## src/rtl/core/padlv_pkg.sv

```systemverilog
// ----------------------------------------------------------------------------
// padlv_pkg
// Shared types, constants and helpers for the density LRU victim selector.
// ----------------------------------------------------------------------------
package padlv_pkg;

  localparam int TICK_W     = 48;
  localparam int SUBBLOCKS  = 8;
  localparam int WAYS       = 16;
  localparam int NUM_W      = 76;   // (age+1)*total*2^24 is at most 2^75, fits 76 bits
  localparam int DEN_W      = 44;   // valid*(2^24+w*excess*dirty)
  localparam int Q_DEPTH    = 2;

  localparam logic [15:0] THRESH_RST = 16'd52429;
  localparam logic [15:0] WEIGHT_RST = 16'd256;

  typedef enum logic [0:0] {
    CFG_THRESHOLD = 1'b0,
    CFG_WEIGHT    = 1'b1
  } cfg_idx_e_t;

  typedef struct packed {
    logic [3:0]  candidate_index;
    logic [3:0]  valid_subblocks;
    logic [3:0]  total_subblocks;
    logic [3:0]  dirty_subblocks;
    logic        line_dirty;
    logic        sectored;
    logic [47:0] last_touch;
    logic [47:0] now;
    logic [15:0] queue_pressure;
    logic        last_candidate;
  } in_item_t;

  typedef struct packed {
    logic [3:0] victim_index;
    logic       victim_invalid;
  } out_item_t;

  // Classified candidate handed from the front to the back.
  typedef struct packed {
    logic [3:0]       way;
    logic             inval;
    logic [NUM_W-1:0] num;
    logic [DEN_W-1:0] den;
    logic [47:0]      touch;
    logic             last;
  } cand_t;

  typedef enum logic [2:0] {
    BK_IDLE,
    BK_MUL0,
    BK_MUL1,
    BK_DECIDE,
    BK_EMIT
  } bk_state_t;

  typedef enum logic [1:0] {
    FR_IDLE,
    FR_DEN,
    FR_PUSH
  } fr_state_t;

  function automatic logic [3:0] sat_cnt(input logic [3:0] v);
    sat_cnt = (v > 4'(SUBBLOCKS)) ? 4'(SUBBLOCKS) : v;
  endfunction

endpackage

```

## src/rtl/core/padlv_queue.sv

```systemverilog
// ----------------------------------------------------------------------------
// padlv_queue
// Small FIFO of classified candidates between front and back.
// ----------------------------------------------------------------------------
module padlv_queue import padlv_pkg::*; (
  input  logic  clk,
  input  logic  rst_n,
  input  logic  push,
  input  cand_t push_data,
  output logic  full,
  input  logic  pop,
  output logic  empty,
  output cand_t pop_data
);

  cand_t      mem_r [Q_DEPTH];
  logic       wp_r, rp_r;
  logic [1:0] cnt_r;

  assign full     = (cnt_r == 2'(Q_DEPTH));
  assign empty    = (cnt_r == 2'd0);
  assign pop_data = mem_r[rp_r];

  always_ff @(posedge clk) begin
    if (!rst_n) begin
      wp_r <= 1'b0; rp_r <= 1'b0; cnt_r <= 2'd0;
    end else begin
      if (push) wp_r <= ~wp_r;
      if (pop)  rp_r <= ~rp_r;
      cnt_r <= cnt_r + 2'(push) - 2'(pop);
    end
    if (push) mem_r[wp_r] <= push_data;
  end

endmodule

```

## config.mk

```make
export PLATFORM = sky130hd
export DESIGN_NAME = padlv_queue
export DESIGN_NICKNAME = d
export VERILOG_FILES = /design/src/rtl/core/padlv_pkg.sv /design/src/rtl/core/padlv_queue.sv
export SDC_FILE = /design/constraint.sdc
export NUM_CORES = 1
export LEC_CHECK = 0
export BUFFER_PORTS_ARGS = -buffer_cell sky130_fd_sc_hd__buf_2
export CAP_MARGIN = 20
export CORE_UTILIZATION = 52
export CTS_CLUSTER_SIZE = 40
export DETAILED_ROUTE_END_ITERATION = 10
export MAX_ROUTING_LAYER = met4
export PLACE_DENSITY = 0.79
export SKIP_LAST_GASP = 1
export SYNTH_ARGS = -nofsm -noshare
export SYNTH_HDL_FRONTEND = slang
export SYNTH_SLANG_ARGS = --single-unit
```

## constraint.sdc

```tcl
create_clock -name clk -period 13 [get_ports clk]
set_clock_uncertainty 0.1 [all_clocks]
set_input_delay 1.3 -clock clk [delete_from_list [all_inputs] [get_ports clk]]
set_output_delay 1.3 -clock clk [all_outputs]
set_load 0.1 [all_outputs]
```

### Word-level counts from Yosys, hierarchy flattened

Memories as Yosys holds them, arrays and structs flattened. A register that Yosys moved wholly into a read port is not among the register bits.
Cells that the tools add are included.

| operators by class | value |
|---|---|
| bitwise logic cells | 2 |
| equality and inequality tests | 1 |
| $add $sub $neg | 2 |
| reductions and logical operators | 1 |
| multiplexer cells | 4 |

Operator list:

| cell | count |
|---|---|
| two-way mux 1 bit | 4 |
| adder 2 x 1 -> 2 bit | 1 |
| == test 2 bit (second input constant) | 1 |
| logical NOT 2 bit | 1 |
| NOT 1 bit | 2 |
| subtractor 2 x 1 -> 2 bit | 1 |

| storage, ports and cells | value |
|---|---|
| input bits | 178 |
| output and inout bits | 176 |
| bits in registers | 4 |
| memories | 1 |
| RAM bits | 348 |

Memories:

| name | words | bits a word | read ports | clocked after memory_dff | wr ports | line | RTL |
|---|---|---|---|---|---|---|---|
| mem_r | 2 | 174 | 1 | 1 | 1 | padlv_queue.sv:16 | `cand_t mem_r [Q_DEPTH];` |

### Logic depth before layout (Yosys ltp)

| logic depth | value |
|---|---|
| depth in word-level cells | 3 |
| mapped depth | 6 |

### Worst setup path before layout

No wires, ideal clock.

| path | value |
|---|---|
| kind | input port to flip-flop |
| start point | in push |
| end point | mem mem_r[0][0] (netlist bit), enable pin |
| stages | 1 |
| setup slack | 3.325 ns |
| path buffers | 0 |
| arrival | 8.844 ns |
| required time | 12.169 ns |
| library setup time | 0.731 ns |
| cell sequence | nor2b_1 |

| on the way | value |
|---|---|
| word-level cells in the longest chain between the ends | 2 |

Ends and longest elaborated chain:

| element | line | RTL |
|---|---|---|
| start: declaration | padlv_queue.sv:8 | `input logic push,` |
| two-way mux 1 bit | padlv_queue.sv:32 | `if (push) mem_r[wp_r] <= push_data;` |
| two-way mux 1 bit (not written as such) | padlv_queue.sv:32 |  |
| end: declaration | padlv_queue.sv:16 |  |

No other way between the ends.

==> reports/qor.csv <==
metric,value,unit
synth_nets,742,
p_per_area,184,nW/um^2
grt_setup_unrepaired,false,
cts_root_buf,clkbuf_16,
post_cts_buffers,0,
synth_area,12800,um^2
ir_drop,0.000130,V
insertion_delay,490,ps
synth-seq-cells,353,
worst-path-buf-inv,2,
wl_per_cell,18.5,um
routed_wl,23900,um
crit_required,11600,ps
die_height,159,um
relSlewSlack,25.4,%
drv_slew,0,
io_pins,354,
intPower,2.02,mW
whs,477,ps
drive_gt1_share,61.1,%
cp_top_family,buffers and inverters,
synthMostInstantiatedCell,edfxtp_1,
clock-sinks,353,
min_period_over_period,32.0,%
share_comb_of_total_power,21.9,%
fin_util,66.1,%
worstPathMaxFanout,83,
grt_pass1_wl,36100,um
setup_tns,0,ps
setup_viol,0,
cp.arrival,2750,ps
netSwitchingFraction,31.5,%
postCtsResizedCells,0,
post-synth-top-area-fraction,81.4,%
drcViolationCount,0,
fmax,0.241,GHz
num_rows,57,
via_per_inst,5.06,
outcome,"finished, final reports clean",
tightest_slew,1120,ps
hpwlAfterDp,15600,um
synthDistinctLibCells,13,
fin_crit,4150,ps
netlist_instances,562,
grt_overflow,0,
finalHoldViolations,0,
die_w,159,um
grt.total_usage,19.2,%
clock_path_buffers,3,
hold_buffers,0,
syn_avg_cell_area,22.9,um^2
end_kind,output pin,
p_seq_share,45.3,%
seq_area_frac_synth,82.2,%
core_area,24200,um^2
async_reset_ff_share,0,%
clockPowerShare,32.9,%
ys.flop_type,edfxtp_1,
numCtsBuffers,35,
dieArea,25300,um^2
port-buffer-count,353,
hold_class,reg2reg,
htreeDepth,2,
synth_common_cells,"348 x edfxtp_1, 174 x mux2_2, 18 x buf_6",
max_stage_delay,850,ps
netSwitchingPower,0.929,mW
synth_edf_count,348,
postRouteAntennaNets,0,
gp_congestion,0.798,
p_leak,6.02,nW
grt_pass1_vias,6725,
antenna_found_initial,6,
fin_nets,1120,
cts_tree,done,
worstSetupStartpointType,flip-flop,
initial_core_util,53.0,%
yosys.area.top_type,edfxtp_1,
vias,6547,
crit_chain,"buf_4, mux2_2, buf_2",
grt_max_degree,84,
syn_to_final_growth,24.8,%
synth_warnings,0,
first_pass_iters,4,
yosys-top-cells-area,"edfxtp_1 81%, mux2_2 15%, buf_6 1.6%",
clkTransAtPathRegs,60,ps
drv_cap,0,
drtIter0Drc,363,
path_class,reg2out,
slowest_stage,buf_4,
==> flip-flops by register name, summed over array words and instances, names as in the netlist, named ones only <==
signal and flops:
cnt_r 2, rp_r 1, wp_r 1, mem_r 348
==> power groups by stage <==
stage	Clock [mW]	Sequential, mW	Combinational, mW
finish	0.968	1.33	0.643
global route	1.03	1.34	0.661
CTS	0.991	1.33	0.646
detailed placement	0	1.36	0.644
global placement	0	1.35	0.640
floorplan	0	1.36	0.549
==> path summary, 6_finish.rpt <==
path	start	to	slack, ps	depth (start not counted)
max	flip-flop	pop_data[14]	8850	3
max reg2reg	wp_r	mem_r[1][8]	10700	2
min	rp_r	flip-flop	480	2
min reg2reg	rp_r	flip-flop	480	2
==> per-stage QoR <==
step / setup slack [ps] / instance area [um^2] / power, mW / instances
after floorplan: 3330 / 12800 / 1.91 / 562
after global placement: 9210 / 14900 / 1.99 / 1226
after detailed placement: 9220 / 14900 / 2.00 / 1226
after CTS: 8830 / 16000 / 2.97 / 1287
after global routing: 8730 / 16000 / 3.03 / 1294
final: 8850 / 16000 / 2.94 / 1295
==> kinds of logic after synthesis <==
logic type | synth area share, %
AOI/OAI and AO/OA | 0.0585
xor gates and xnor gates | 0.244
adders and majority gates | 0.195
buffers and inverters | 1.68
DFF | 82.2
muxes | 15.3
and+or+nand+nor | 0.419
==> metal layers <==
metal / vias up / part of all wire [%] / track usage (%)
met5: - / 0 / -
met4: 0 / 3.2 / 8.65
met3: 55 / 7.7 / 4.95
met2: 269 / 51 / 31.4
met1: 3215 / 38 / 22.5
li1: 3008 / - / -
==> layout make-up <==
class	instances	area, um^2
Timing Repair Buffer	360	1830
Fill cell	1622	8220
Tap cell	324	405
Clock inverter	21	193
Antenna cell	7	17.5
Sequential cell	353	10600
Inverter	2	7.51
Clock buffer	40	937
Multi-Input combinational cell	188	2090
==> layout by cell type (no fill, tap or decap), types with 2 or more instances in the layout <==
cell	count
and2_1	3
buf_2	353
buf_4	6
bufinv_16	3
clkbuf_1	3
clkbuf_16	37
clkinv_1	6
clkinv_2	7
clkinv_4	2
dfxtp_1	4
diode_2	7
edfxtp_1	348
ha_1	2
inv_1	2
mux2_2	174
nor2b_1	3
==> worst reg2reg max path, cell delays in order, from the launching register on <==
cell     delay, ps
dfxtp_1        400
and2_4         520
buf_4          850
Note: power is estimated with default switching activity, not from simulation.
