[config.mk]
export PLATFORM = sky130hd
export DESIGN_NAME = padlv_front
export DESIGN_NICKNAME = d
export VERILOG_FILES = /design/src/rtl/core/padlv_pkg.sv /design/src/rtl/core/padlv_front.sv
export SDC_FILE = /design/constraint.sdc
export NUM_CORES = 2
export LEC_CHECK = 0
export ABC_AREA = 1
export BUFFER_PORTS_ARGS = -buffer_cell sky130_fd_sc_hd__buf_2
export CAP_MARGIN = 0
export CORE_MARGIN = 2
export CORE_UTILIZATION = 55
export CTS_CLUSTER_SIZE = 12
export DETAILED_ROUTE_END_ITERATION = 8
export PLACE_DENSITY = 0.83
export SLEW_MARGIN = 20
export SYNTH_ARGS = -nofsm -noshare
export SYNTH_HDL_FRONTEND = slang
export SYNTH_SLANG_ARGS = --single-unit
[constraint.sdc]
create_clock -name clk -period 14.6 [get_ports clk]
set_input_delay 0.73 -clock clk [delete_from_list [all_inputs] [get_ports clk]]
set_output_delay 0.73 -clock clk [all_outputs]
set_load 0.05 [all_outputs]
[src/rtl/core/padlv_pkg.sv]
// ----------------------------------------------------------------------------
// padlv_pkg
// Shared types, constants and helpers for the density LRU victim selector.
// ----------------------------------------------------------------------------
package padlv_pkg;

  localparam int TICK_W     = 48;
  localparam int SUBBLOCKS  = 8;
  localparam int WAYS       = 16;
  localparam int NUM_W      = 76;   // (age+1)*total*2^24 is at most 2^75, fits 76 bits
  localparam int DEN_W      = 44;   // valid*(2^24+w*excess*dirty)
  localparam int Q_DEPTH    = 2;

  localparam logic [15:0] THRESH_RST = 16'd52429;
  localparam logic [15:0] WEIGHT_RST = 16'd256;

  typedef enum logic [0:0] {
    CFG_THRESHOLD = 1'b0,
    CFG_WEIGHT    = 1'b1
  } cfg_idx_e_t;

  typedef struct packed {
    logic [3:0]  candidate_index;
    logic [3:0]  valid_subblocks;
    logic [3:0]  total_subblocks;
    logic [3:0]  dirty_subblocks;
    logic        line_dirty;
    logic        sectored;
    logic [47:0] last_touch;
    logic [47:0] now;
    logic [15:0] queue_pressure;
    logic        last_candidate;
  } in_item_t;

  typedef struct packed {
    logic [3:0] victim_index;
    logic       victim_invalid;
  } out_item_t;

  // Classified candidate handed from the front to the back.
  typedef struct packed {
    logic [3:0]       way;
    logic             inval;
    logic [NUM_W-1:0] num;
    logic [DEN_W-1:0] den;
    logic [47:0]      touch;
    logic             last;
  } cand_t;

  typedef enum logic [2:0] {
    BK_IDLE,
    BK_MUL0,
    BK_MUL1,
    BK_DECIDE,
    BK_EMIT
  } bk_state_t;

  typedef enum logic [1:0] {
    FR_IDLE,
    FR_DEN,
    FR_PUSH
  } fr_state_t;

  function automatic logic [3:0] sat_cnt(input logic [3:0] v);
    sat_cnt = (v > 4'(SUBBLOCKS)) ? 4'(SUBBLOCKS) : v;
  endfunction

endpackage

[src/rtl/core/padlv_front.sv]
// ----------------------------------------------------------------------------
// padlv_front
// Accepts candidates and forms the exact score as a numerator/denominator.
// ----------------------------------------------------------------------------
module padlv_front import padlv_pkg::*; (
  input  logic        clk,
  input  logic        rst_n,
  input  logic        in_valid,
  output logic        in_ready,
  input  in_item_t    in_data,
  input  logic [15:0] thresh,
  input  logic [15:0] weight,
  output logic        push,
  output cand_t       push_data,
  input  logic        q_full
);

  fr_state_t  st_r, st_nxt;
  in_item_t   it_r;
  logic [31:0] wx_r, wx_nxt;       // weight*excess
  logic [3:0]  dirty_r, dirty_nxt;
  logic [3:0]  valid_r;
  logic [NUM_W-1:0] num_r;
  logic [DEN_W-1:0] den_r;
  logic [3:0]  v_s, t_s, d_s;
  logic [48:0] age1;
  logic [35:0] fac;
  logic        pen;

  always_comb begin
    v_s = sat_cnt(in_data.valid_subblocks);
    t_s = sat_cnt((in_data.total_subblocks == 4'd0) ? 4'd1 : in_data.total_subblocks);
    if (in_data.sectored) d_s = sat_cnt(in_data.dirty_subblocks);
    else if (in_data.line_dirty) d_s = (v_s > 4'd0) ? v_s : 4'd1;
    else d_s = 4'd0;
    pen = (in_data.queue_pressure > thresh) && (d_s != 4'd0);
    wx_nxt = pen ? (32'(weight) * 32'(in_data.queue_pressure - thresh)) : 32'd0;
    dirty_nxt = d_s;
    age1 = {1'b0, (in_data.now - in_data.last_touch)} + 49'd1;
  end

  assign fac = 36'd16777216 + 36'(wx_r) * 36'(dirty_r);

  always_comb begin
    st_nxt = st_r;
    case (st_r)
      FR_IDLE: if (in_valid) st_nxt = FR_DEN;
      FR_DEN:  st_nxt = FR_PUSH;
      FR_PUSH: if (!q_full) st_nxt = FR_IDLE;
      default: st_nxt = FR_IDLE;
    endcase
  end

  always_comb begin
    in_ready  = (st_r == FR_IDLE);
    push      = (st_r == FR_PUSH) && !q_full;
    push_data.way   = it_r.candidate_index;
    push_data.inval = (valid_r == 4'd0);
    push_data.num   = (valid_r == 4'd0) ? '0 : num_r;
    push_data.den   = (valid_r == 4'd0) ? '0 : den_r;
    push_data.touch = it_r.last_touch;
    push_data.last  = it_r.last_candidate;
  end

  always_ff @(posedge clk) begin
    if (!rst_n) st_r <= FR_IDLE;
    else st_r <= st_nxt;
    if (st_r == FR_IDLE && in_valid) begin
      it_r    <= in_data;
      wx_r    <= wx_nxt;
      dirty_r <= dirty_nxt;
      valid_r <= v_s;
      num_r   <= NUM_W'({age1, 24'd0}) * NUM_W'(t_s);
    end
    if (st_r == FR_DEN) den_r <= DEN_W'(fac) * DEN_W'(valid_r);
  end

endmodule

; Yosys cells after proc, flatten, opt, wreduce, memory -nomap -nowiden
; Cells that the tools add are included.
[totals]
elab_cells = 47
output_inout_bits = 176
reg_bits = 187
input_bits = 167
[op_classes]
reduce_logical = 9
n_mul = 4
magnitude_cmp = 5
mux = 12
addsub = 4
n_eq_ne = 4
[op_table]
columns = cell, n
row1 = 2-to-1 mux 76 bit, 1
row2 = multiplier 49 x 4 -> 52 bit, 1
row3 = adder 48 x 1 -> 49 bit (second input constant), 1
row4 = subtractor 48 bit, 1
row5 = multiplier 36 x 4 -> 40 bit, 1
row6 = 2-to-1 mux 40 bit, 1
row7 = adder 25 x 36 -> 36 bit (first input constant), 1
row8 = multiplier 32 x 4 -> 36 bit, 1
row9 = multiplier 17 x 17 -> 32 bit, 1
row10 = 2-to-1 mux 4 bit, 7
row11 = subtractor 16 x 16 -> 17 bit, 1
row12 = greater-than comparator 16 bit, 1
row13 = greater-than comparator 4 bit (second input constant), 3
row14 = logical NOT 4 bit, 2
row15 = one-hot mux 2 bit (3 select lines), 1
row16 = greater-than comparator 4 x 1 -> 1 bit (second input constant), 1
row17 = 2-to-1 mux 2 bit, 2
row18 = inequality test 2 bit (second input constant), 2
row19 = nonzero test 4 bit, 1
row20 = logical AND 1 bit, 3
row21 = equality test 2 x 1 -> 1 bit (second input constant), 1
row22 = equality test 2 bit (second input constant), 1
row23 = logical NOT 2 bit, 1
row24 = AND reduction 2 bit, 1
row25 = logical NOT 1 bit, 1

; Longest topological paths before layout
[logic_depth]
depth_word = 8
ltp_mapped = 43
mapped_depth_nobuf = 42

; Worst setup path before layout
; Ideal clock, no wire load.
[synth_timing]
kind = input to register
start = in in_valid
end = reg dirty_r[0] (enable)
path_buffers = 0
required_time_ns = 13.772
setup_slack_ns = 3.240
path_stages = 2
t_arrival_ns = 10.532
setup_ns = 0.828
path_cell_list = inv_1 > nor3_1
[synth_via]
elab_chain_cells = 1
[synth_rtl]
columns = element, line
row1 = "start, declared", padlv_front.sv:8  ; input logic in_valid,
row2 = logical AND 1 bit, padlv_front.sv:68  ; if (st_r == FR_IDLE && in_valid) begin
row3 = "end signal, assigned", padlv_front.sv:71  ; dirty_r <= dirty_nxt;
row4 = "end, declared", padlv_front.sv:21  ; logic [3:0] dirty_r, dirty_nxt;
; No other way between the ends.
; A chain may end at the register's enable or synchronous reset.

; Final worst setup path
[layout_timing]
start = in in_data[1] (netlist name)
end = reg wx_r[31], data pin
[layout_via]
elab_chain_cells = 2
elab_cells_between_ends = 4
cone_classes = add/sub: 1 / mul: 1 / order compare: 1 / reduce/logical: 1
[layout_rtl]
columns = element, line
row1 = "start, declared", padlv_front.sv:10  ; input in_item_t in_data,
row2 = subtractor 16 x 16 -> 17 bit or greater-than comparator 16 bit (tied branches), "padlv_front.sv:37, padlv_front.sv:36"
row3 = multiplier 17 x 17 -> 32 bit or logical AND 1 bit (tied branches), "padlv_front.sv:37, padlv_front.sv:36"
row4 = "end signal, assigned", padlv_front.sv:70  ; wx_r <= wx_nxt;
row5 = "end, declared", padlv_front.sv:20  ; logic [31:0] wx_r, wx_nxt;
; Several ways; a longest one is shown, not always the timed one.

==> flow_summary.json <==
{
  "synthArstFlopShare": 0,
  "floorplan.initialDensity": 0.558,
  "num_antenna_cells": 0,
  "multi_input_area_um2": 26800,
  "final_cell_mix": "inv_1, nand2_1, nor2_1, fa_1, ha_1",
  "layout_commonest_cell": "inv_1",
  "clock_latency_ps": 500,
  "cp_max_fo": 10,
  "dp_hpwl_um": 86300,
  "drive_gt1_frac": 0.0959,
  "seq_area_um2": 5600,
  "grt_first_pass_wirelength_um": 165000,
  "fillers": 6298,
  "clock-sinks": 187,
  "fin_nets": 6488,
  "synth_cells": 5276,
  "grt_setup_unrepaired": "false",
  "hold_path.class": "input port to flop",
  "reg2regPathDepth": 33,
  "cp_slowest_stage_delay_ps": 800,
  "hold_depth": 1,
  "critPathSlowestCell": "xor2_1",
  "cts_root_buffer": "clkbuf_16",
  "path_class": "input port to flop",
  "cts_made_buffers": 17,
  "die_y_um": 265,
  "ys_warn_count": 0,
  "ant_nets": 0,
  "skew_ps": 17.2,
  "cap_violations": 0,
  "ys_seq_area_frac": 0.149,
  "drc": 0,
  "cp.arrival_ps": 8700,
  "clk_pin_slew_ps": 80,
  "vias_per_cell": 5.21,
  "post-route-min-period_ps": 8440,
  "synth_enable_flop_cells": 185,
  "place.gp.congestion": 0.999,
  "h-tree-depth": 4,
  "setup_viol": 0,
  "synth_area_um2": 37600,
  "hold_violations": 0,
  "crit_path_end_kind": "flop",
  "io_buffers": 314,
  "post_cts_resized": 0,
  "cts_max_path_buffers": 2,
  "drt_pass1_iterations": 8,
  "grt_max_degree": 84,
  "status": "completed",
  "grt-ovfl-total": 0,
  "synth_flop_cell": "edfxtp_1",
  "path_common_cell": "nand2_1",
  "drt_wl_total_um": 101000,
  "grt_pass1_vias": 33100,
  "die_w_um": 265,
  "setup_tns_ps": 0,
  "postCtsSetupRepairBufs": 0,
  "area_growth_syn_to_layout_pct": 7.92,
  "synth-seq-cells": 187,
  "ctsHoldBuffers": 0,
  "io_pins": 343,
  "worst_pin_slew_ps": 1110,
  "ff2ff_setup_slack_ps": 6240,
  "crit_path_start_kind": "input port",
  "synth.avg_cell_area_um2": 7.13,
  "hold_ws_ps": 402,
  "wl_per_cell_um": 15.7,
  "antenna_found_initial": 1,
  "relSlewSlack": 0.260,
  "cts_tree": "yes",
  "grt_util_all_layers": 0.292,
  "vias": 33500,
  "ys_types": 60,
  "fp.dieArea_um2": 70500,
  "required_ps": 14860,
  "core-area_um2": 67400,
  "post-route-period-util": 0.578,
  "row_count": 95,
  "drv_slew": 0,
  "drt_iter0_drc": 3075,
  "fmax_mhz": 118
}
critical path: cells and delay by family:
| kind | cells | cell delay, ps |
|---|---|---|
| AO/OA/AOI/OAI | 5 | 1030 |
| XOR/XNOR | 1 | 800 |
| adder cells (fa/ha/maj) | 9 | 3870 |
| buffers and inverters | 10 | 790 |
| AND/OR/NAND/NOR | 16 | 1490 |
cell usage after synthesis, types with 7 or more instances:
library cell  number  share of area
clkinv_1           8        0.00080
nand2_2           45         0.0075
o21ai_0          124          0.017
clkbuf_1          83         0.0083
inv_2             29         0.0029
nand2_1         1165           0.12
nor4_1            11         0.0018
nand3b_1          13         0.0026
buf_4             28         0.0056
nand4_1           38         0.0063
a21o_1            12         0.0024
a21oi_1          265          0.035
nor2_4             8         0.0024
nor2_2            28         0.0047
xnor2_1           49          0.011
or2_2             17         0.0028
xor2_1            96          0.022
ha_1             350           0.12
nand3_1          140          0.019
nor3_1            38         0.0051
o211ai_1          11         0.0022
nand3_2            9         0.0024
nor2_1           699          0.070
o21bai_1          18         0.0036
a21boi_0           9         0.0018
a31oi_1           36         0.0060
fa_1             434           0.23
edfxtp_1         185           0.15
o21a_1            10         0.0020
inv_1           1242           0.12
a211oi_1           7         0.0014
logic make-up (layout without fill, tap and decap cells):
group,count (synthesis),count (layout),share of synthesized area
AO/OA/AOI/OAI,527,527,0.0788
XOR/XNOR,152,152,0.0368
adder cells (fa/ha/maj),784,784,0.348
buffers and inverters,1391,1638,0.142
flip-flops,187,187,0.149
other,1,28,0.0000997
AND/OR/NAND/NOR,2234,2234,0.246
flip-flops by register name, indices dropped and copies added (netlist names):
name       count
num_r         52
den_r         40
wx_r          32
push_data     53
st_r           2
valid_r        4
dirty_r        4
path summary, 6_finish.rpt:
kind                                    from             end
worst min register to register       st_r[0]         st_r[0]
worst max-delay path              in_data[1]        wx_r[31]
worst min-delay path            in_data[130]  push_data[173]
worst max register to register    dirty_r[3]       den_r[39]
metal layers:
layer	up-vias	track usage	wire length [µm]
li1	16500	-	-
met1	15500	0.417	46900
met2	1226	0.459	44100
met3	170	0.0436	7280
met4	2	0.0867	2740
met5	-	0	11
through the flow:
stage                     cell area (µm²)  worst slack, ps  utilization  instances
after floorplan                     37700             3240            -       5303
after global placement              39900             5820        0.593       6389
after detailed placement            39900             5670        0.593       6389
after CTS                           40500             6230        0.602       6421
after global routing                40600             5450        0.602       6423
final                               40600             6160        0.602       6423
layout make-up:
class / instances / area share
clock buffer: 19 / 0.0112
timing repair buffer: 327 / 0.0415
sequential: 187 / 0.138
tap: 873 / 0.0269
clock inverter: 13 / 0.00373
multi-input combinational: 3725 / 0.660
inverter: 1279 / 0.118
Power is left out: the tool's default activity adds up to more than one toggle a clock period on the data nets, which glitch-free logic cannot reach.
